==> src/hw/rtl/fcf_pkg.sv <==
// Shared types, constants and fixed-point helpers for the boundary face flux block.
// Used by the datapath modules, the divider and the port checker.
// No dependencies.
package fcf_pkg;

  localparam int FRAC_BITS_DEF = 16;
  localparam int EF_W = 21;
  localparam logic [EF_W-1:0] EF_RESET = 21'd229376;

  // Side codes whose normal points the other way.
  localparam logic [1:0] SIDE_RIGHT = 2'd1;
  localparam logic [1:0] SIDE_TOP   = 2'd2;

  // Quotient of pressure over density: 31 bits, four bits per stage.
  localparam int DIV_QW     = 31;
  localparam int DIV_BPS    = 4;
  localparam int DIV_STAGES = (DIV_QW + DIV_BPS - 1) / DIV_BPS;

  localparam int NUM_STAGES = 13;

  typedef logic signed [31:0] q32_t;
  typedef logic signed [63:0] w64_t;

  typedef struct packed {
    logic clip;
    q32_t val;
  } sat_t;

  localparam w64_t Q_MAX = 64'sd2147483647;
  localparam w64_t Q_MIN = -64'sd2147483648;

  // Product rounding: add half an LSB, then arithmetic shift.
  function automatic w64_t rnd(input w64_t p, input int f);
    return (p + (w64_t'(1) <<< (f - 1))) >>> f;
  endfunction

  function automatic w64_t half64(input w64_t x);
    return (x + 64'sd1) >>> 1;
  endfunction

  function automatic sat_t sat32(input w64_t x);
    sat_t r;
    if (x > Q_MAX) begin
      r.clip = 1'b1;
      r.val  = 32'sh7fffffff;
    end else if (x < Q_MIN) begin
      r.clip = 1'b1;
      r.val  = 32'sh80000000;
    end else begin
      r.clip = 1'b0;
      r.val  = x[31:0];
    end
    return r;
  endfunction

endpackage

==> src/hw/rtl/fcf_div.sv <==
// Pipelined restoring divider: (p << FRAC_BITS) / rho, saturated to 32-bit signed.
// Depends on fcf_pkg.
module fcf_div import fcf_pkg::*; #(
  parameter int FRAC_BITS = FRAC_BITS_DEF
) (
  input  logic                  clk,
  input  logic [DIV_STAGES-1:0] en,
  input  logic [30:0]           rho,
  input  logic [30:0]           p,
  output sat_t                  quo
);

  localparam int SH = DIV_QW - FRAC_BITS;
  localparam int CW = DIV_QW + SH;
  localparam int NW = DIV_QW + FRAC_BITS;

  logic        ovf0;
  logic        zero0;
  logic [30:0] rem0;

  // The quotient fits 31 bits exactly when p < rho * 2^SH; zero density always lands here.
  assign ovf0  = (CW'(p) >= (CW'(rho) << SH));
  assign zero0 = (p == '0);
  assign rem0  = 31'(p >> SH);

  logic [30:0] rem_r  [DIV_STAGES];
  logic [30:0] q_r    [DIV_STAGES];
  logic [30:0] p_r    [DIV_STAGES];
  logic [30:0] rho_r  [DIV_STAGES];
  logic        ovf_r  [DIV_STAGES];
  logic        zero_r [DIV_STAGES];

  for (genvar s = 0; s < DIV_STAGES; s++) begin : g_st
    logic [30:0] rem_i, q_i, p_i, rho_i;
    logic        ovf_i, zero_i;
    logic [30:0] rem_nxt, q_nxt;

    if (s == 0) begin : g_first
      assign rem_i  = rem0;
      assign q_i    = '0;
      assign p_i    = p;
      assign rho_i  = rho;
      assign ovf_i  = ovf0;
      assign zero_i = zero0;
    end else begin : g_next
      assign rem_i  = rem_r[s-1];
      assign q_i    = q_r[s-1];
      assign p_i    = p_r[s-1];
      assign rho_i  = rho_r[s-1];
      assign ovf_i  = ovf_r[s-1];
      assign zero_i = zero_r[s-1];
    end

    always_comb begin
      logic [31:0]   t;
      logic [NW-1:0] num;
      rem_nxt = rem_i;
      q_nxt   = q_i;
      num     = {p_i, {FRAC_BITS{1'b0}}};
      t       = '0;
      for (int b = 0; b < DIV_BPS; b++) begin
        if (s * DIV_BPS + b < DIV_QW) begin
          t = {rem_nxt, num[DIV_QW-1-(s*DIV_BPS+b)]};
          if (t >= {1'b0, rho_i}) begin
            t = t - {1'b0, rho_i};
            q_nxt[DIV_QW-1-(s*DIV_BPS+b)] = 1'b1;
          end
          rem_nxt = t[30:0];
        end
      end
    end

    always_ff @(posedge clk) begin
      if (en[s]) begin
        rem_r[s]  <= rem_nxt;
        q_r[s]    <= q_nxt;
        p_r[s]    <= p_i;
        rho_r[s]  <= rho_i;
        ovf_r[s]  <= ovf_i;
        zero_r[s] <= zero_i;
      end
    end
  end

  always_comb begin
    if (ovf_r[DIV_STAGES-1] && !zero_r[DIV_STAGES-1]) begin
      quo.clip = 1'b1;
      quo.val  = 32'sh7fffffff;
    end else if (ovf_r[DIV_STAGES-1]) begin
      quo.clip = 1'b0;
      quo.val  = '0;
    end else begin
      quo.clip = 1'b0;
      quo.val  = {1'b0, q_r[DIV_STAGES-1]};
    end
  end

endmodule

==> config.mk <==
export PLATFORM = sky130hd
export DESIGN_NAME = fcf_div
export DESIGN_NICKNAME = d
export VERILOG_FILES = /design/src/hw/rtl/fcf_pkg.sv /design/src/hw/rtl/fcf_div.sv
export SDC_FILE = /design/constraint.sdc
export NUM_CORES = 2
export LEC_CHECK = 0
export ABC_AREA = 1
export CAP_MARGIN = 10
export CORE_MARGIN = 8
export CORE_UTILIZATION = 31
export CTS_BUF_LIST = sky130_fd_sc_hd__clkbuf_16
export DETAILED_ROUTE_END_ITERATION = 12
export DONT_BUFFER_PORTS = 1
export GPL_ROUTABILITY_DRIVEN = 0
export GPL_TIMING_DRIVEN = 0
export HOLD_SLACK_MARGIN = 0.12
export SYNTH_ARGS = -nofsm -noshare
export SYNTH_HDL_FRONTEND = slang
export SYNTH_SLANG_ARGS = --single-unit
==> constraint.sdc <==
create_clock -name clk -period 23.7 [get_ports clk]
set_clock_uncertainty 0.1 [all_clocks]
set_input_delay 2.37 -clock clk [delete_from_list [all_inputs] [get_ports clk]]
set_output_delay 2.37 -clock clk [all_outputs]
set_load 0.02 [all_outputs]
# After elaboration in Yosys (flattened, before gate mapping)

Memories as Yosys holds them, arrays and structs flattened.
Cells that the tools add are included.
Widths: inputs -> output; s select.

Word-level logic and storage cells: 152
Input bits: 71
Memories: 6
RAM bits: 1008
Register bits after elaboration: 0

Reductions and logical operators: 3
Muxes and demuxes: 80
Order comparisons: 32
$add $sub $neg: 31

Memory list:

| memory | words | width | rd ports | clocked after Yosys merged registers in | write ports | RTL line      | source |
|---|---|---|---|---|---|---|---|
| p_r    | 8     | 31    | 7        | 0                                       | 8           | fcf_div.sv:28 | `logic [30:0] p_r [DIV_STAGES];` |
| q_r    | 8     | 31    | 8        | 0                                       | 8           | fcf_div.sv:27 | `logic [30:0] q_r [DIV_STAGES];` |
| rem_r  | 8     | 31    | 7        | 0                                       | 8           | fcf_div.sv:26 | `logic [30:0] rem_r [DIV_STAGES];` |
| rho_r  | 8     | 31    | 7        | 0                                       | 8           | fcf_div.sv:29 | `logic [30:0] rho_r [DIV_STAGES];` |
| ovf_r  | 8     | 1     | 8        | 0                                       | 8           | fcf_div.sv:30 | `logic ovf_r [DIV_STAGES];` |
| zero_r | 8     | 1     | 8        | 0                                       | 8           | fcf_div.sv:31 | `logic zero_r [DIV_STAGES];` |

Operators with widths:

| operator          | number |
|---|---|
| $mux 31           | 32 |
| $ge 32x31->1      | 30 |
| $sub 31x31->31    | 30 |
| $mux 1            | 47 |
| $ge 31x46->1      | 1 |
| $mux 33           | 1 |
| $ge 17x31->1      | 1 |
| $logic_not 31->1  | 1 |
| $sub 17x31->31    | 1 |
| $logic_and 1x1->1 | 1 |
| $logic_not 1->1   | 1 |

# Logic depth before layout (Yosys ltp)

An unclocked memory read counts as a cell.

Depth after elaboration: 9
Mapped depth: 71

# Least setup slack after synthesis

Ideal clock, no wire load.

Kind: input to register
Start point: input rho[8]
End point: memory rem_r[0][26] (data pin)
Stages: 59
Arrival: 9.705 ns
Path slack: 13.643 ns
Path through: inv_1 ha_1 a21oi_1 a21boi_1 nand2_1 nand2_1 nand3_2 nand2_1 nand2_4 inv_2 buf_2 buf_1 nor2_1 ha_1 nand2_1 inv_1 nand2_1 nand2_1 [23 not listed] a21oi_4 nand3_4 inv_2 buf_2 nand2_1 nand2_1 ha_1 nand2_1 inv_1 nor3_2 o211ai_1 a21oi_1 o21ai_0 a21boi_0 o21ai_0 xor2_1 nand2_1 nand2_1

RTL lines:

| what            | RTL line      | source |
|---|---|---|
| start, declared | fcf_div.sv:8  | `input logic [30:0] rho,` |
| end, declared   | fcf_div.sv:26 |  |

==> impl_metrics.json <==
{
  "synth_top_cells_by_area": "edfxtp_1, nand2_1, ha_1",
  "port-buffer-count": 0,
  "setup_viol": 0,
  "ant_nets": 0,
  "drive_above_1_share_pct": 4.52,
  "cts.sinks": 614,
  "yosysUniqueCellTypes": 73,
  "postSynthCellCount": 12690,
  "synth.net_count": 13732,
  "r2r_setup_slack_ns": 12.02,
  "synth_commonest_cells": "nand2_1, inv_1, a21oi_1",
  "holdWs_ns": 0.289,
  "hp-start": "q_r[0][86]$_DFFE_PP_",
  "grt_pass1_wl_um": 455000,
  "r2r-start": "rho_r[0][1]$_DFFE_PP_",
  "r2r_cells": 61,
  "worst_pin_slew_ns": 0.970,
  "period_minus_slack_ns": 12.24,
  "clock.fmax_ghz": 0.0817,
  "worstHoldEndpoint": "q_r[0][117]$_DFFE_PP_",
  "grt_antenna_before_repair": 9,
  "io_pins": 104,
  "clk_path_buf_depth": 3,
  "crit_buf_inv": 11,
  "clock_latency_ns": 0.70,
  "synth_top_area_share_pct": 22.0,
  "die_w_um": 536,
  "die_area_um2": 287000,
  "finalWirelength_um": 306000,
  "synth_seq_area_share_pct": 22.0,
  "fin_setup_tns_ns": 0,
  "cts_buffers": 68,
  "yosysTopAreaCell": "edfxtp_1",
  "cts_hold_buf": 0,
  "grt_max_degree": 93,
  "cpPeakStageDelay_ns": 0.39,
  "worst-setup-path-type": "in2reg",
  "initial_core_util_pct": 31.0,
  "cts-resized-gates": 0,
  "critical_path.most_common_cell": "nand2_1",
  "end_kind": "flip-flop",
  "cts_root_buffer": "clkbuf_16",
  "num-fill-cells": 29626,
  "area_growth_pct": 8.17,
  "cap_violations": 0,
  "worst_r2r_endpoint": "rem_r[1][29]$_DFFE_PP_",
  "ys.warnings.count": 0,
  "avgSynthCellArea_um2": 6.60,
  "rsz0062_at_grt": "no",
  "crit_family": "simple AND/OR/NAND/NOR gates",
  "via_per_inst": 5.20,
  "final-hold-violation-count": 0,
  "rows": 191,
  "status": "finished, final reports clean",
  "worstSetupStartpointType": "input port",
  "timing.final.crit_share_pct": 51.6,
  "fin_cells": 16396,
  "nNetsFinal": 13802,
  "grt_overflow": 0,
  "min_path_cells": 0,
  "async_reset_ff_share_pct": 0,
  "core-area_um2": 270000,
  "cp.arrival_ns": 12.56,
  "post_cts_buffers": 0,
  "cts_tree": "built",
  "synth-seq-cells": 614,
  "dp_hpwl_um": 258000,
  "slew_violations": 0,
  "ys.flop_type": "edfxtp_1",
  "critPathMaxFanout": 10,
  "avgRoutedWirePerCell_um": 18.6,
  "slew_headroom_pct": 34.8,
  "grt_pass1_vias": 78181,
  "vias": 85207,
  "slowest_stage": "buf_1",
  "path_clk_slew_ns": 0.08,
  "synth_area_um2": 83700,
  "die_y_um": 536,
  "synth_edf_count": 614,
  "required_ns": 24.03,
  "h-tree-depth": 3,
  "grt_use_total_pct": 20.2,
  "place_inst": 16260,
  "drtIter0Drc": 8021,
  "min_path_type": "reg2reg",
  "yosysMostFrequentCell": "nand2_1",
  "drtPass1Iterations": 6,
  "drc_errors": 0
}
-- final cells by class --
class	instances	area [µm²]	area share (%)
diodes	13	32.5	0.0359
plain buffers	204	1180	1.31
clock buffers	68	1700	1.88
clock inverters	55	641	0.707
inverters	1531	5760	6.35
multi-input cells	10341	58400	64.4
flip-flops and latches	614	18400	20.4
well taps	3570	4470	4.93
-- worst reg2reg max path, delay by kind of cell, from the launching register on --
kind / cells / cell delay, ns
AND/OR/NAND/NOR: 34 / 4.11
AO/OA/AOI/OAI: 13 / 2.73
buffers and inverters: 10 / 2.26
adder cells (fa/ha/maj): 4 / 1.52
flip-flops: 1 / 0.68
-- routing by layer --
metal | share of wire (%) | vias to the layer above | routed length (µm) | GRT usage [%]
met3 | 7.3 | 595 | 22400 | 2.47
met4 | 4.9 | 0 | 15000 | 8.77
met5 | 0 | - | 0 | 0
li1 | - | 42635 | - | -
met2 | 45 | 3232 | 137000 | 33.5
met1 | 43 | 38745 | 132000 | 26.5
-- worst max-delay path by stage --
stage / from / slack [ns] / end / depth (start not counted)
finish: rho[8] / 11.46 / rem_r[0][0]$_DFFE_PP_ / 59
floorplan: rho[8] / 13.64 / rem_r[0][26]$_DFFE_PP_ / 59
global route: rho[8] / 10.64 / rem_r[0][0]$_DFFE_PP_ / 61
global placement: rho[8] / 10.82 / rem_r[0][0]$_DFFE_PP_ / 59
detailed placement: rho[8] / 10.89 / rem_r[0][0]$_DFFE_PP_ / 59
CTS: rho[8] / 11.62 / rem_r[0][0]$_DFFE_PP_ / 59
-- logic make-up (layout without fill, tap and decap cells) --
logic type | count (synthesis) | in the layout | synth area share (%)
and+or+nand+nor | 6311 | 6311 | 31.7
xor gates and xnor gates | 719 | 719 | 7.52
other | 1 | 14 | 0.00448
adders and majority gates | 971 | 971 | 14.7
AOI/OAI and AO/OA | 2339 | 2339 | 15.8
DFF | 614 | 614 | 22.0
buffers and inverters | 1735 | 1858 | 8.29
-- sequential cells by signal, indices dropped and copies added (netlist names) --
register / cells
rho_r: 217
zero_r: 8
p_r: 21
rem_r: 217
q_r: 143
ovf_r: 8
-- placed cells by master (no fill, tap or decap), drive strengths merged, types with 7 or more instances in the layout --
cell type	netlist	routed
a21o	134	134
o21bai	88	88
a31oi	71	71
o221ai	27	27
a21boi	47	47
or2	83	83
a211oi	17	17
nand3	707	707
o211ai	34	34
and2	8	8
nand3b	51	51
buf	166	166
nor4	62	62
o21ai	763	763
xnor2	350	350
a21oi	1059	1059
bufinv	0	8
nand4	191	191
nor2	1061	1061
and3	8	8
diode	0	13
o31ai	7	7
fa	20	20
nor3	153	153
clkinv	3	31
xor2	369	369
edfxtp	614	614
clkbuf	38	106
o21a	61	61
inv	1528	1544
a221oi	9	9
nand2	3976	3976
ha	951	951
-- stage by stage --
stage | worst slack [ns] | area [µm²] | utilization [%]
2_1_floorplan | 13.64 | 83700 | -
5_1_grt | 10.64 | 90500 | 33.6
6_report | 11.46 | 90600 | 33.6
4_1_cts | 11.62 | 90500 | 33.6
3_5_place_dp | 10.89 | 88200 | 32.7
3_3_place_gp | 10.82 | 88200 | 32.7
Power is left out: the tool's default activity adds up to more than one toggle a clock period on the data nets, which glitch-free logic cannot reach.
