===== config.mk =====
export PLATFORM = sky130hd
export DESIGN_NAME = fcf_delay
export DESIGN_NICKNAME = d
export VERILOG_FILES = /design/src/hw/rtl/fcf_delay.sv
export SDC_FILE = /design/constraint.sdc
export NUM_CORES = 1
export LEC_CHECK = 0
export BUFFER_PORTS_ARGS = -buffer_cell sky130_fd_sc_hd__buf_2
export CORE_ASPECT_RATIO = 1.25
export CORE_MARGIN = 3
export CORE_UTILIZATION = 24
export CTS_BUF_LIST = sky130_fd_sc_hd__clkbuf_8
export CTS_CLUSTER_SIZE = 28
export DETAILED_ROUTE_END_ITERATION = 8
export SYNTH_ARGS = -nofsm -noshare
export SYNTH_HDL_FRONTEND = slang
export SYNTH_SLANG_ARGS = --single-unit

===== constraint.sdc =====
create_clock -name clk -period 1.7 [get_ports clk]
set_input_delay 0.34 -clock clk [delete_from_list [all_inputs] [get_ports clk]]
set_output_delay 0.34 -clock clk [all_outputs]
set_load 0.005 [all_outputs]

===== src/hw/rtl/fcf_delay.sv =====
// Delay line with one enable per stage, keeping side data aligned with the main pipeline.
// Depends on nothing.
module fcf_delay #(
  parameter int W = 32,
  parameter int N = 2
) (
  input  logic         clk,
  input  logic [N-1:0] en,
  input  logic [W-1:0] d,
  output logic [W-1:0] q
);

  logic [W-1:0] sr_r [N];

  always_ff @(posedge clk) begin
    if (en[0]) begin
      sr_r[0] <= d;
    end
  end

  for (genvar k = 1; k < N; k++) begin : g_stage
    always_ff @(posedge clk) begin
      if (en[k]) begin
        sr_r[k] <= sr_r[k-1];
      end
    end
  end

  assign q = sr_r[N-1];

endmodule


Word-level counts from Yosys, hierarchy flattened
Memories as Yosys holds them, arrays and structs flattened.
Index checks and enable logic that the tools add are counted.

cells by class
  divide/modulo/power cells = 0
  muxes and demuxes = 4
  reduce and logical (&&, ||, !) cells = 0
  $add $sub $neg = 0
  $mul = 0
  equal/unequal tests = 0
  bitwise gates (word level) = 0
  order comparisons = 0
  shift-type cells = 0

operators by type and width
  operator          number
  1-bit 2-to-1 mux  4

word-level totals
  bits in latches = 0
  register bits after elaboration = 0
  memory bits (writable) = 64
  memories kept = 1
  bits in read-only memories = 0

memory list
  memory  depth  bits a word  rd ports  clocked after Yosys merged registers in  wr ports  RTL line  RTL
  sr_r    2      32           2         0                                        2         13        logic [W-1:0] sr_r [N];

Depth between registers and ports, before layout
Gate-level depths: netlist (run 1).

  word-level depth = 2
  gate-level depth with buffers = 1
  gate-level depth less buffers = 0

Worst setup path before layout (run 1)
No wires, ideal clock.

  path type = register -> output
  from = memory sr_r[1][0], in the netlist sr_r[0][32]
  to = output port q[0]
  slack = 0.893 ns
  data required time = 1.360 ns
  data arrival time = 0.467 ns
  buffers on the path = 1
  stages on the path, launching flop included = 2
  path through = edfxtp_1 > buf_4

RTL lines
  what         RTL line  RTL
  from (decl)  13
  to (decl)    10        output logic [W-1:0] q

==> metrics.md, run 1 <==
| Metric | Value |
|---|---|
| Run status | `complete, no violations` |
| RSZ-0062 raised after global routing | `false` |
| Hold-fix buffers at CTS | `0` |
| Startpoint of the worst-slack reg-to-reg timing path | `sr_r[0][27]` |
| # DRC | `0` |
| Initial cell density of the core | `roughly a quarter` |
| Clk Latency, worst-skew pair | `~320 ps` |
| Endpoint with the worst hold slack | `sr_r[0][11]` |
| H-tree depth | `3` |
| Netlist area before placement | `0.00216 mm²` |
| Sequential area share after synthesis | `88.9%` |
| Final critical-path share of the clock period | `69.7%` |
| Final Instance Count excl. Fillers | `268` |
| Final Routed Wirelength | `between 3000 and 4000 µm` |
| Number of setup violations in the final report | `0` |
| CP max-delay cell | `sky130_fd_sc_hd__edfxtp_1` |
| Worst hold path class | `input pin to flop` |
| Die Footprint | `0.0102 mm²` |
| CP top delay family | `flip-flops` |
| Register name with the most flops | `sr_r` |
| Compound-gate portion of the synthesized area | `0%` |
| Signed area change from the synthesized netlist to the final layout | `20.1%` |
| Critical Path End Type | `output pin` |
| Placeable core area | `0.00875 mm²` |
| Number of cells traversed by the worst hold path | `1` |
| Number of endpoints with negative hold slack in the final report | `0` |
| Layout filler cell count | `903` |
| Clock edge transition at the registers on the reported setup and hold paths | `60 ps` |
| Placed instance count | `252` |
| Registers with the highest flip-flop counts | `sr_r: 64 flops` |
| Vias | `880` |
| Area of the multi-input gates | `0 µm²` |
| Initial antenna violation count | `1` |
| Basic-gate share of the synthesized area counting and, or, nand and nor cells | `0%` |
| Cell type contributing the most total cell area after synthesis | `sky130_fd_sc_hd__edfxtp_1` |
| Highest ir drop seen on vdd | `roughly 420 µV` |
| Congestion Overflow GR | `0` |
| Number of enable flip-flop cells after synthesis | `64` |
| Top-area cell type share of the netlist area | `88.9%` |
| Crit path required time | `1360 ps` |
| Worst flop-to-flop path endpoint | `sr_r[0][59]` |
| Crit-path cells | `buf_2` |
| Synth Warn # | `0` |
| Library cell used as clock root buffer | `sky130_fd_sc_hd__clkbuf_8` |
| Die Y-Extent | `112 µm` |
| Largest register FFs | `64` |
| Count of port buffers added during placement | `between 60 and 70` |
| Portion of netlist area occupied by mux cells | `0%` |
| Io pins | `67` |
| Clock sink count | `between 60 and 70` |
| Worst setup SP type | `flop` |
| Detail-routed via count per cell | `between 3 and 4` |
| Router iterations before antenna repair | `3` |
| Routability-driven placement congestion ratio | `roughly 0.63` |
| Share of flip-flops with an asynchronous set or reset after synthesis | `0%` |
| Slowest cell delay on critical path | `between 300 and 400 ps` |
| Gr usage total | `6.75%` |
| DR iter-0 viols | `25` |
| Routed Antenna Nets | `0` |
| Post-Synthesis Mean Instance Area | `22.5 µm²` |
| Count of different cell masters after synthesis | `2` |
| Rows | `38` |
| CTS tree | `done` |
| Leakage | `approximately 1.0 nW` |
| Register-to-register setup slack | `1060 ps` |
| Share of cells above drive strength 1 | `54.1%` |
| Post-synthesis register bit count | `64` |
| Top achievable clock speed | `about 840 MHz` |
| Top post-synthesis cells by area | `sky130_fd_sc_hd__edfxtp_1 (89%), sky130_fd_sc_hd__buf_4 (11%)` |
| Post-layout total power | `approximately 3.2 mW` |
| Total negative slack for setup checks | `0 ps` |
| Combinational family with the most area after synthesis | `buffers and inverters` |
| Final Slew Violations | `0` |
| Worst-case headroom to the max-slew limit | `73.2%` |
| Worst R2R Path Depth | `0` |
| Min Clock Period, post-route | `1190 ps` |
| Post-synth top cells | `sky130_fd_sc_hd__edfxtp_1 (64), sky130_fd_sc_hd__buf_4 (32)` |
| Primary flip-flop cell chosen by synthesis mapping | `sky130_fd_sc_hd__edfxtp_1` |
| Vias in the first global route | `slightly above 900` |
| Source of the worst hold timing path | `d[11]` |
| Biggest fanout along the worst timing path | `1` |
| Worst Setup Path Type | `flop to output pin` |
| Count of buffering cells on the critical path with inverters included | `1` |
| Chip Width | `90.9 µm` |
| Largest clock skew in the final design | `5.15 ps` |
| Cell count after synthesis | `96` |
| Number of combinational gates with multiple inputs | `0` |
| Top-count cell post-synth | `sky130_fd_sc_hd__edfxtp_1` |
| Routed len/inst | `12.0 µm` |
| Final core utilization | `29.7%` |
| CTS Buf Count | `9` |
| Ant. Diodes | `0` |
| Post-Syn Nets | `131` |
| Post-Synth XOR/XNOR Area | `0%` |
| Worst slew pin tran | `402 ps` |
| Number of gates given a new drive strength after cts | `0` |
| Maximum number of pins on one net before global-route repair | `33` |
| Post-CTS Repair Setup Buffers | `0` |
| Final nets | `178` |
| Adder-cell area share of the yosys netlist | `0%` |
| Data arrival time of the critical path | `about 850 ps` |
| First-pass GRT wire length | `about 5000 µm` |
| Total of max-cap violations | `0` |
| Deepest clock path buffer count | `2` |
| Pwr dens | `1220 mW/mm²` |
-- worst max path at each step --
stage | start | to | slack [ps] | cells past startpoint
2_1_floorplan | sr_r[0][32] | q[0] | 890 | 1
3_3_place_gp | en[1] | sr_r[0][46] | 570 | 2
3_5_place_dp | en[0] | sr_r[0][3] | 540 | 2
4_1_cts | sr_r[0][38] | q[6] | 490 | 1
5_1_grt | sr_r[0][32] | q[0] | 460 | 1
6_report | sr_r[0][38] | q[6] | 510 | 1
-- placed cells by master (no fill, tap or decap) --
cell and instances:
sky130_fd_sc_hd__buf_4 2, sky130_fd_sc_hd__edfxtp_1 64, sky130_fd_sc_hd__inv_1 2, sky130_fd_sc_hd__buf_2 66, sky130_fd_sc_hd__clkinv_1 2, sky130_fd_sc_hd__clkbuf_8 9
sky130_fd_sc_hd__bufinv_16 1, sky130_fd_sc_hd__clkinv_2 2
-- logic make-up (layout without fill, tap and decap cells) --
logic type,count (synthesis),count (layout)
buffers and inverters,32,84
flip-flops,64,64
-- power by group --
| part | leakage (nW) | internal [mW] | switching, mW | total [mW] |
|---|---|---|---|---|
| registers | 0.626 | 1.87 | 0.0255 | 1.90 |
| clock network | 0.100 | 0.651 | 0.503 | 1.15 |
| logic | 0.269 | 0.0614 | 0.0668 | 0.128 |
| total | 0.996 | 2.58 | 0.596 | 3.18 |
-- routing by layer --
layer | wire [µm] | vias to the layer above | track usage [%]
met4 | 18 | 2 | 4.23
li1 | - | 419 | -
met2 | 1620 | 50 | 10.6
met3 | 301 | 5 | 2.88
met5 | 7 | - | 0
met1 | 1270 | 404 | 7.57
-- per-stage QoR --
stage / area, µm² / hold slack, ps / setup slack [ps]
global route: 2600 / 170 / 455
floorplan: 2160 / 400 / 893
detailed placement: 2420 / 405 / 537
finish: 2600 / 193 / 514
CTS: 2600 / 172 / 490
global placement: 2420 / 402 / 569
-- final cells by class --
type | count | area, µm² | area share, %
Timing Repair Buffer | 68 | 345 | 13.3
Sequential cell | 64 | 1920 | 74.0
Clock buffer | 9 | 124 | 4.77
Tap cell | 120 | 150 | 5.78
Clock inverter | 7 | 55.1 | 2.12
Note: power is estimated with default switching activity, not from simulation.
==> inputs of run 2 (changes only) <==
Settings changed: ABC_AREA from default to 1.
Clock period 1.7 ns to 1 ns, I/O delays scaled along.
==> metrics.md, run 2 (same netlist as run 1, synthesis figures left out) <==
| Metric | Value |
|---|---|
| Crit path required time | `800 ps (was 1360 ps)` |
| Number of cells traversed by the worst hold path | `1 (unchanged)` |
| Source of the worst hold timing path | `d[26] (was d[11])` |
| Total non-filler cell area in the finished layout | `0.00267 mm² (was 0.00260 mm²)` |
| Worst setup SP type | `flop (unchanged)` |
| Number of combinational gates with multiple inputs | `0 (unchanged)` |
| Final core utilization | `30.5% (was 29.7%)` |
| Leakage | `1.02 nW (was 0.996 nW)` |
| Final nets | `180 (was 178)` |
| Maximum number of pins on one net before global-route repair | `24 (was 33)` |
| Post-layout total power | `5.71 mW (was 3.18 mW)` |
| First-pass GRT wire length | `5090 µm (was 5000 µm)` |
| Worst setup slack after layout | `-58.7 ps (was 514 ps)` |
| Failing checks | `setup timing` |
| Router iterations before antenna repair | `3 (unchanged)` |
| Register name with the most flops | `sr_r (unchanged)` |
| Worst-case headroom to the max-slew limit | `91.2% (was 73.2%)` |
| Number of endpoints with negative hold slack in the final report | `0 (unchanged)` |
| Data arrival time of the critical path | `860 ps (was 850 ps)` |
| Total of max-cap violations | `0 (unchanged)` |
| DR iter-0 viols | `22 (was 25)` |
| Endpoint with the worst hold slack | `sr_r[0][26] (was sr_r[0][11])` |
| Die Footprint | `0.0102 mm² (unchanged)` |
| Post-CTS Repair Setup Buffers | `0 (unchanged)` |
| Rows | `38 (unchanged)` |
| Clock sink count | `64 (unchanged)` |
| Number of setup violations in the final report | `30 (was 0)` |
| Min Clock Period, post-route | `1060 ps` |
| Registers with the highest flip-flop counts | `sr_r: 64 flops (unchanged)` |
| Total negative slack for setup checks | `-679 ps (was 0 ps)` |
| Highest-count cells in the layout ignoring fill and taps | `sky130_fd_sc_hd__buf_2 (66), sky130_fd_sc_hd__edfxtp_1 (64), sky130_fd_sc_hd__clkbuf_8 (9) (unchanged)` |
| Worst R2R Path Depth | `0 (unchanged)` |
| Worst hold path class | `input pin to flop (unchanged)` |
| Placeable core area | `0.00875 mm² (unchanged)` |
| Hold-fix buffers at CTS | `0 (unchanged)` |
| Die Y-Extent | `112 µm (unchanged)` |
| Critical Path End Type | `output pin (unchanged)` |
| CTS tree | `done (unchanged)` |
| Top achievable clock speed | `945 MHz` |
| Library cell used as clock root buffer | `sky130_fd_sc_hd__clkbuf_8 (unchanged)` |
| Pwr dens | `2140 mW/mm² (was 1220 mW/mm²)` |
| Crit-path cells | `buf_2 (unchanged)` |
| Count of port buffers added during placement | `66 (unchanged)` |
| Share of cells above drive strength 1 | `55.0% (was 54.1%)` |
| Count of buffering cells on the critical path with inverters included | `1 (unchanged)` |
| Io pins | `67 (unchanged)` |
| # DRC | `0 (unchanged)` |
| Final Routed Wirelength | `3370 µm (was 3220 µm)` |
| Deepest clock path buffer count | `2 (unchanged)` |
| Final Slew Violations | `0 (unchanged)` |
| CTS Buf Count | `9 (unchanged)` |
| Startpoint of the worst-slack reg-to-reg timing path | `sr_r[0][1] (was sr_r[0][27])` |
| Initial cell density of the core | `24.7% (unchanged)` |
| CP top delay family | `flip-flops (unchanged)` |
| Final Instance Count excl. Fillers | `269 (was 268)` |
| Highest ir drop seen on vdd | `788 µV (was 418 µV)` |
| Routability-driven placement congestion ratio | `0.638 (was 0.627)` |
| Run status | `finished, violations left (was complete, no violations)` |
| Clock edge transition at the registers on the reported setup and hold paths | `60 ps (about the same)` |
| Vias in the first global route | `915 (was 914)` |
| Detail-routed via count per cell | `3.23 (was 3.28)` |
| Congestion Overflow GR | `0 (unchanged)` |
| Gr usage total | `7.03% (was 6.75%)` |
| Signed area change from the synthesized netlist to the final layout | `23.5% (was 20.1%)` |
| Routed len/inst | `12.5 µm (was 12.0 µm)` |
| Largest clock skew in the final design | `2.92 ps (was 5.15 ps)` |
| H-tree depth | `3 (unchanged)` |
| CP max-delay cell | `sky130_fd_sc_hd__edfxtp_1 (unchanged)` |
| Most common library cell in the layout ignoring fill and taps | `sky130_fd_sc_hd__buf_2 (unchanged)` |
| Worst Setup Path Type | `flop to output pin (unchanged)` |
| Slowest cell delay on critical path | `390 ps (about the same)` |
| Final critical-path share of the clock period | `106%` |
| Chip Width | `90.9 µm (unchanged)` |
| Worst flop-to-flop path endpoint | `sr_r[0][33] (was sr_r[0][59])` |
| Worst slew pin tran | `132 ps (was 402 ps)` |
| Routed Antenna Nets | `0 (unchanged)` |
| Number of gates given a new drive strength after cts | `0 (unchanged)` |
| HPWL after detailed placement | `2530 µm` |
| Ant. Diodes | `0 (unchanged)` |
| Register-to-register setup slack | `340 ps (was 1060 ps)` |
| Initial antenna violation count | `1 (unchanged)` |
| Vias | `869 (was 880)` |
| Clk Latency, worst-skew pair | `320 ps (about the same)` |
| Area of the multi-input gates | `0 µm² (unchanged)` |
| Biggest fanout along the worst timing path | `1 (unchanged)` |
| Placed instance count | `254 (was 252)` |
| Largest register FFs | `64 (unchanged)` |
| RSZ-0062 raised after global routing | `true (was false)` |
| Post-detailed-placement cell area | `0.00247 mm² (was 0.00242 mm²)` |
run 2: changes by cell type in the layout (fill, tap and decap cells not counted), sizes merged:
cell / delta
bufinv: +1
inv: -1
buf: +2
clkinv: -1
run 2: final cells by class:
cell class,instances,area [µm²]
Tap cell,120,150
Sequential cell,64,1920
Fill cell,890,6080
Clock inverter,6,76.3
Clock buffer,9,124
Timing Repair Buffer,70,398
run 2: report_power, final:
group	leakage, nW	internal (mW)	switching (mW)
Combinational	0.293	0.125	0.115
Sequential	0.626	3.18	0.0490
Clock	0.105	1.36	0.880
Total	1.02	4.67	1.04
run 2: through the flow:
stage	setup WS (ps)	hold WS (ps)
finish	-58.7	45.2
global route	-110	24.3
CTS	-115	22.4
detailed placement	129	378
global placement	149	378
floorplan	333	299
run 2: worst max-delay path by stage:
stage / endpoint / startpoint / slack (ps) / depth (start not counted)
2_1_floorplan: q[0] / sr_r[0][32] / 330 / 1
3_3_place_gp: sr_r[0][9] / en[0] / 150 / 2
3_5_place_dp: sr_r[0][9] / en[0] / 130 / 2
4_1_cts: q[24] / sr_r[0][56] / -120 / 1
5_1_grt: q[27] / sr_r[0][59] / -110 / 1
6_report: q[24] / sr_r[0][56] / -60 / 1
run 2: routing by layer:
metal  track usage (%)  routed length [µm]  share of wire [%]  up-vias
met3              3.35                 334                9.9       11
met4              4.53                  80                2.4        2
met5                 0                   7               0.21        -
met2              11.1                1630                 49       53
li1                  -                   -                  -      422
met1              7.53                1310                 39      381
==> inputs of run 3 (changes only) <==
Settings changed: ABC_CLOCK_PERIOD_IN_PS from default to 1000, HOLD_SLACK_MARGIN from default to 0.1.
==> metrics.md, run 3 (same netlist as run 1, synthesis figures left out) <==
| Metric | Value |
|---|---|
| Top achievable clock speed | `945 MHz (about the same)` |
| Share of total power in combinational logic | `5.8% (was 4.2%)` |
| Io pins | `67 (unchanged)` |
| Routability-driven placement congestion ratio | `0.638 (unchanged)` |
| Initial cell density of the core | `24.7% (unchanged)` |
| Crit path required time | `800 ps (about the same)` |
| Critical Path End Type | `output pin (unchanged)` |
| Data arrival time of the critical path | `860 ps (about the same)` |
| Initial antenna violation count | `0 (was 1)` |
| Routed Antenna Nets | `0 (unchanged)` |
| Worst-case headroom to the max-slew limit | `91.2% (about the same)` |
| Biggest fanout along the worst timing path | `1 (unchanged)` |
| Maximum number of pins on one net before global-route repair | `24 (unchanged)` |
| Min Clock Period, post-route | `1060 ps (about the same)` |
| Clock edge transition at the registers on the reported setup and hold paths | `60 ps (about the same)` |
| Chip Width | `90.9 µm (unchanged)` |
| Clock share of power | `38.5% (was 39.2%)` |
| Rows | `38 (unchanged)` |
| Placeable core area | `0.00875 mm² (unchanged)` |
| Switching part of the total power | `18.2% (was 18.3%)` |
| Die Y-Extent | `112 µm (unchanged)` |
| Die Footprint | `0.0102 mm² (unchanged)` |
| Library cell used as clock root buffer | `sky130_fd_sc_hd__clkbuf_8 (unchanged)` |
| Pwr dens | `1940 mW/mm² (was 2140 mW/mm²)` |
| First-pass GRT wire length | `5400 µm (was 5090 µm)` |
| Total of max-cap violations | `0 (unchanged)` |
| Minimum hold slack | `169 ps (was 45.2 ps)` |
| Number of combinational gates with multiple inputs | `0 (unchanged)` |
| Int Pwr | `4.75 mW (was 4.67 mW)` |
| Combined flip-flop and latch cell area | `0.00192 mm² (unchanged)` |
| Worst hold path class | `input pin to flop (unchanged)` |
| DR iter-0 viols | `32 (was 22)` |
| RSZ-0062 raised after global routing | `true (unchanged)` |
| Area of the multi-input gates | `0 µm² (unchanged)` |
| # DRC | `0 (unchanged)` |
| Registers with the highest flip-flop counts | `sr_r: 64 flops (unchanged)` |
| Slowest cell delay on critical path | `390 ps (about the same)` |
| Highest-count cells in the layout ignoring fill and taps | `sky130_fd_sc_hd__buf_2 (66), sky130_fd_sc_hd__edfxtp_1 (64), sky130_fd_sc_hd__dlygate4sd3_1 (32) (was sky130_fd_sc_hd__buf_2 (66), sky130_fd_sc_hd__edfxtp_1 (64), sky130_fd_sc_hd__clkbuf_8 (9))` |
| HPWL after detailed placement | `2530 µm (unchanged)` |
| Critical Path Sink | `q[24] (unchanged)` |
| Share of cells above drive strength 1 | `45.3% (was 55.0%)` |
| Run status | `finished, violations left (unchanged)` |
| Part of the total power dissipated in sequential elements | `55.7% (was 56.6%)` |
| Vias in the first global route | `1028 (was 915)` |
| CP top delay family | `flip-flops (unchanged)` |
| Register-to-register setup slack | `340 ps (about the same)` |
| Worst Setup Path Type | `flop to output pin (unchanged)` |
| Largest register FFs | `64 (unchanged)` |
| Total non-filler cell area in the finished layout | `0.00299 mm² (was 0.00267 mm²)` |
| Detail-routed via count per cell | `3.23 (about the same)` |
| Final critical-path share of the clock period | `106% (about the same)` |
| Most common library cell in the layout ignoring fill and taps | `sky130_fd_sc_hd__buf_2 (unchanged)` |
| Routed len/inst | `11.9 µm (was 12.5 µm)` |
| Worst setup slack after layout | `-57.6 ps (was -58.7 ps)` |
| Largest clock skew in the final design | `2.79 ps (was 2.92 ps)` |
| Worst setup SP type | `flop (unchanged)` |
| Placed instance count | `254 (unchanged)` |
| CP max-delay cell | `sky130_fd_sc_hd__edfxtp_1 (unchanged)` |
| Vias | `973 (was 869)` |
| Highest ir drop seen on vdd | `803 µV (was 788 µV)` |
| Leakage | `1.16 nW (was 1.02 nW)` |
| Layout filler cell count | `862 (was 890)` |
| Startpoint of the worst-slack reg-to-reg timing path | `sr_r[0][1] (unchanged)` |
| Stages on worst setup path | `1 (unchanged)` |
| Final core utilization | `34.2% (was 30.5%)` |
| Number of endpoints with negative hold slack in the final report | `0 (unchanged)` |
| Count of port buffers added during placement | `66 (unchanged)` |
| Post-detailed-placement cell area | `0.00247 mm² (unchanged)` |
| Signed area change from the synthesized netlist to the final layout | `38.3% (was 23.5%)` |
| Final nets | `212 (was 180)` |
| Final Instance Count excl. Fillers | `301 (was 269)` |
| Final Slew Violations | `0 (unchanged)` |
| Crit-path cells | `buf_2 (unchanged)` |
| Post-CTS Repair Setup Buffers | `0 (unchanged)` |
| Congestion Overflow GR | `0 (unchanged)` |
| Worst slew pin tran | `133 ps (was 132 ps)` |
| Failing checks | `setup timing (unchanged)` |
| Gr usage total | `7.35% (was 7.03%)` |
| Critical path origin | `sr_r[0][56] (unchanged)` |
| Final Routed Wirelength | `3590 µm (was 3370 µm)` |
| Deepest clock path buffer count | `2 (unchanged)` |
| Net Sw Power | `1.06 mW (was 1.04 mW)` |
| Clk Latency, worst-skew pair | `320 ps (about the same)` |
| Count of buffering cells on the critical path with inverters included | `1 (unchanged)` |
| H-tree depth | `3 (unchanged)` |
| Worst R2R Path Depth | `0 (unchanged)` |
| CTS tree | `done (unchanged)` |
| Worst flop-to-flop path endpoint | `sr_r[0][33] (unchanged)` |
| Clock sink count | `64 (unchanged)` |
| Number of setup violations in the final report | `29 (was 30)` |
| Router iterations before antenna repair | `4 (was 3)` |
| Ant. Diodes | `0 (unchanged)` |
| CTS Buf Count | `9 (unchanged)` |
| Register name with the most flops | `sr_r (unchanged)` |
run 3: changes by cell type in the layout (fill, tap and decap cells not counted):
cell,previous run,this run
sky130_fd_sc_hd__dlygate4sd3_1,0,32
run 3: what timing repair did:
item | CTS | global route
hold buffers | 32 | 0
hold endpoints to repair | 32 | 0
gates resized for setup | 0 | 0
endpoints found under the setup margin | 32 | 32
run 3: power groups by stage:
stage               sequential [mW]  clock [mW]  combinational, mW
detailed placement             3.29           0              0.249
CTS                            3.24        2.32              0.346
global route                   3.25        2.45              0.368
finish                         3.23        2.24              0.338
floorplan                      3.27           0              0.128
global placement               3.29           0              0.243
run 3: worst min path at each step:
stage / start / endpoint / slack (ps) / depth (start not counted)
floorplan: d[0] / sr_r[0][0] / 300 / 0
global placement: d[16] / sr_r[0][16] / 380 / 1
detailed placement: d[23] / sr_r[0][23] / 380 / 1
CTS: en[0] / sr_r[0][16] / 150 / 1
global route: en[0] / sr_r[0][16] / 170 / 1
finish: en[0] / sr_r[0][16] / 170 / 1
run 3: final cells by class:
type	count	share of cell area (%)
clock buffer	9	4.14
sequential	64	64.3
timing repair buffer	102	24.0
clock inverter	6	2.55
tap	120	5.02
run 3: per-stage QoR:
step	power [mW]	setup WS, ps	setup TNS [ps]
2_1_floorplan	3.40	333	0
3_3_place_gp	3.53	149	0
3_5_place_dp	3.54	129	0
4_1_cts	5.90	-115	-1710
5_1_grt	6.07	-110	-2170
6_report	5.80	-57.6	-665
run 3: metal layers:
layer	share of wire, %	vias up	GRT usage [%]
li1	-	486	-
met3	7.9	9	2.82
met5	0	-	0
met1	41	425	7.88
met4	2.2	0	4.53
met2	49	53	12.2
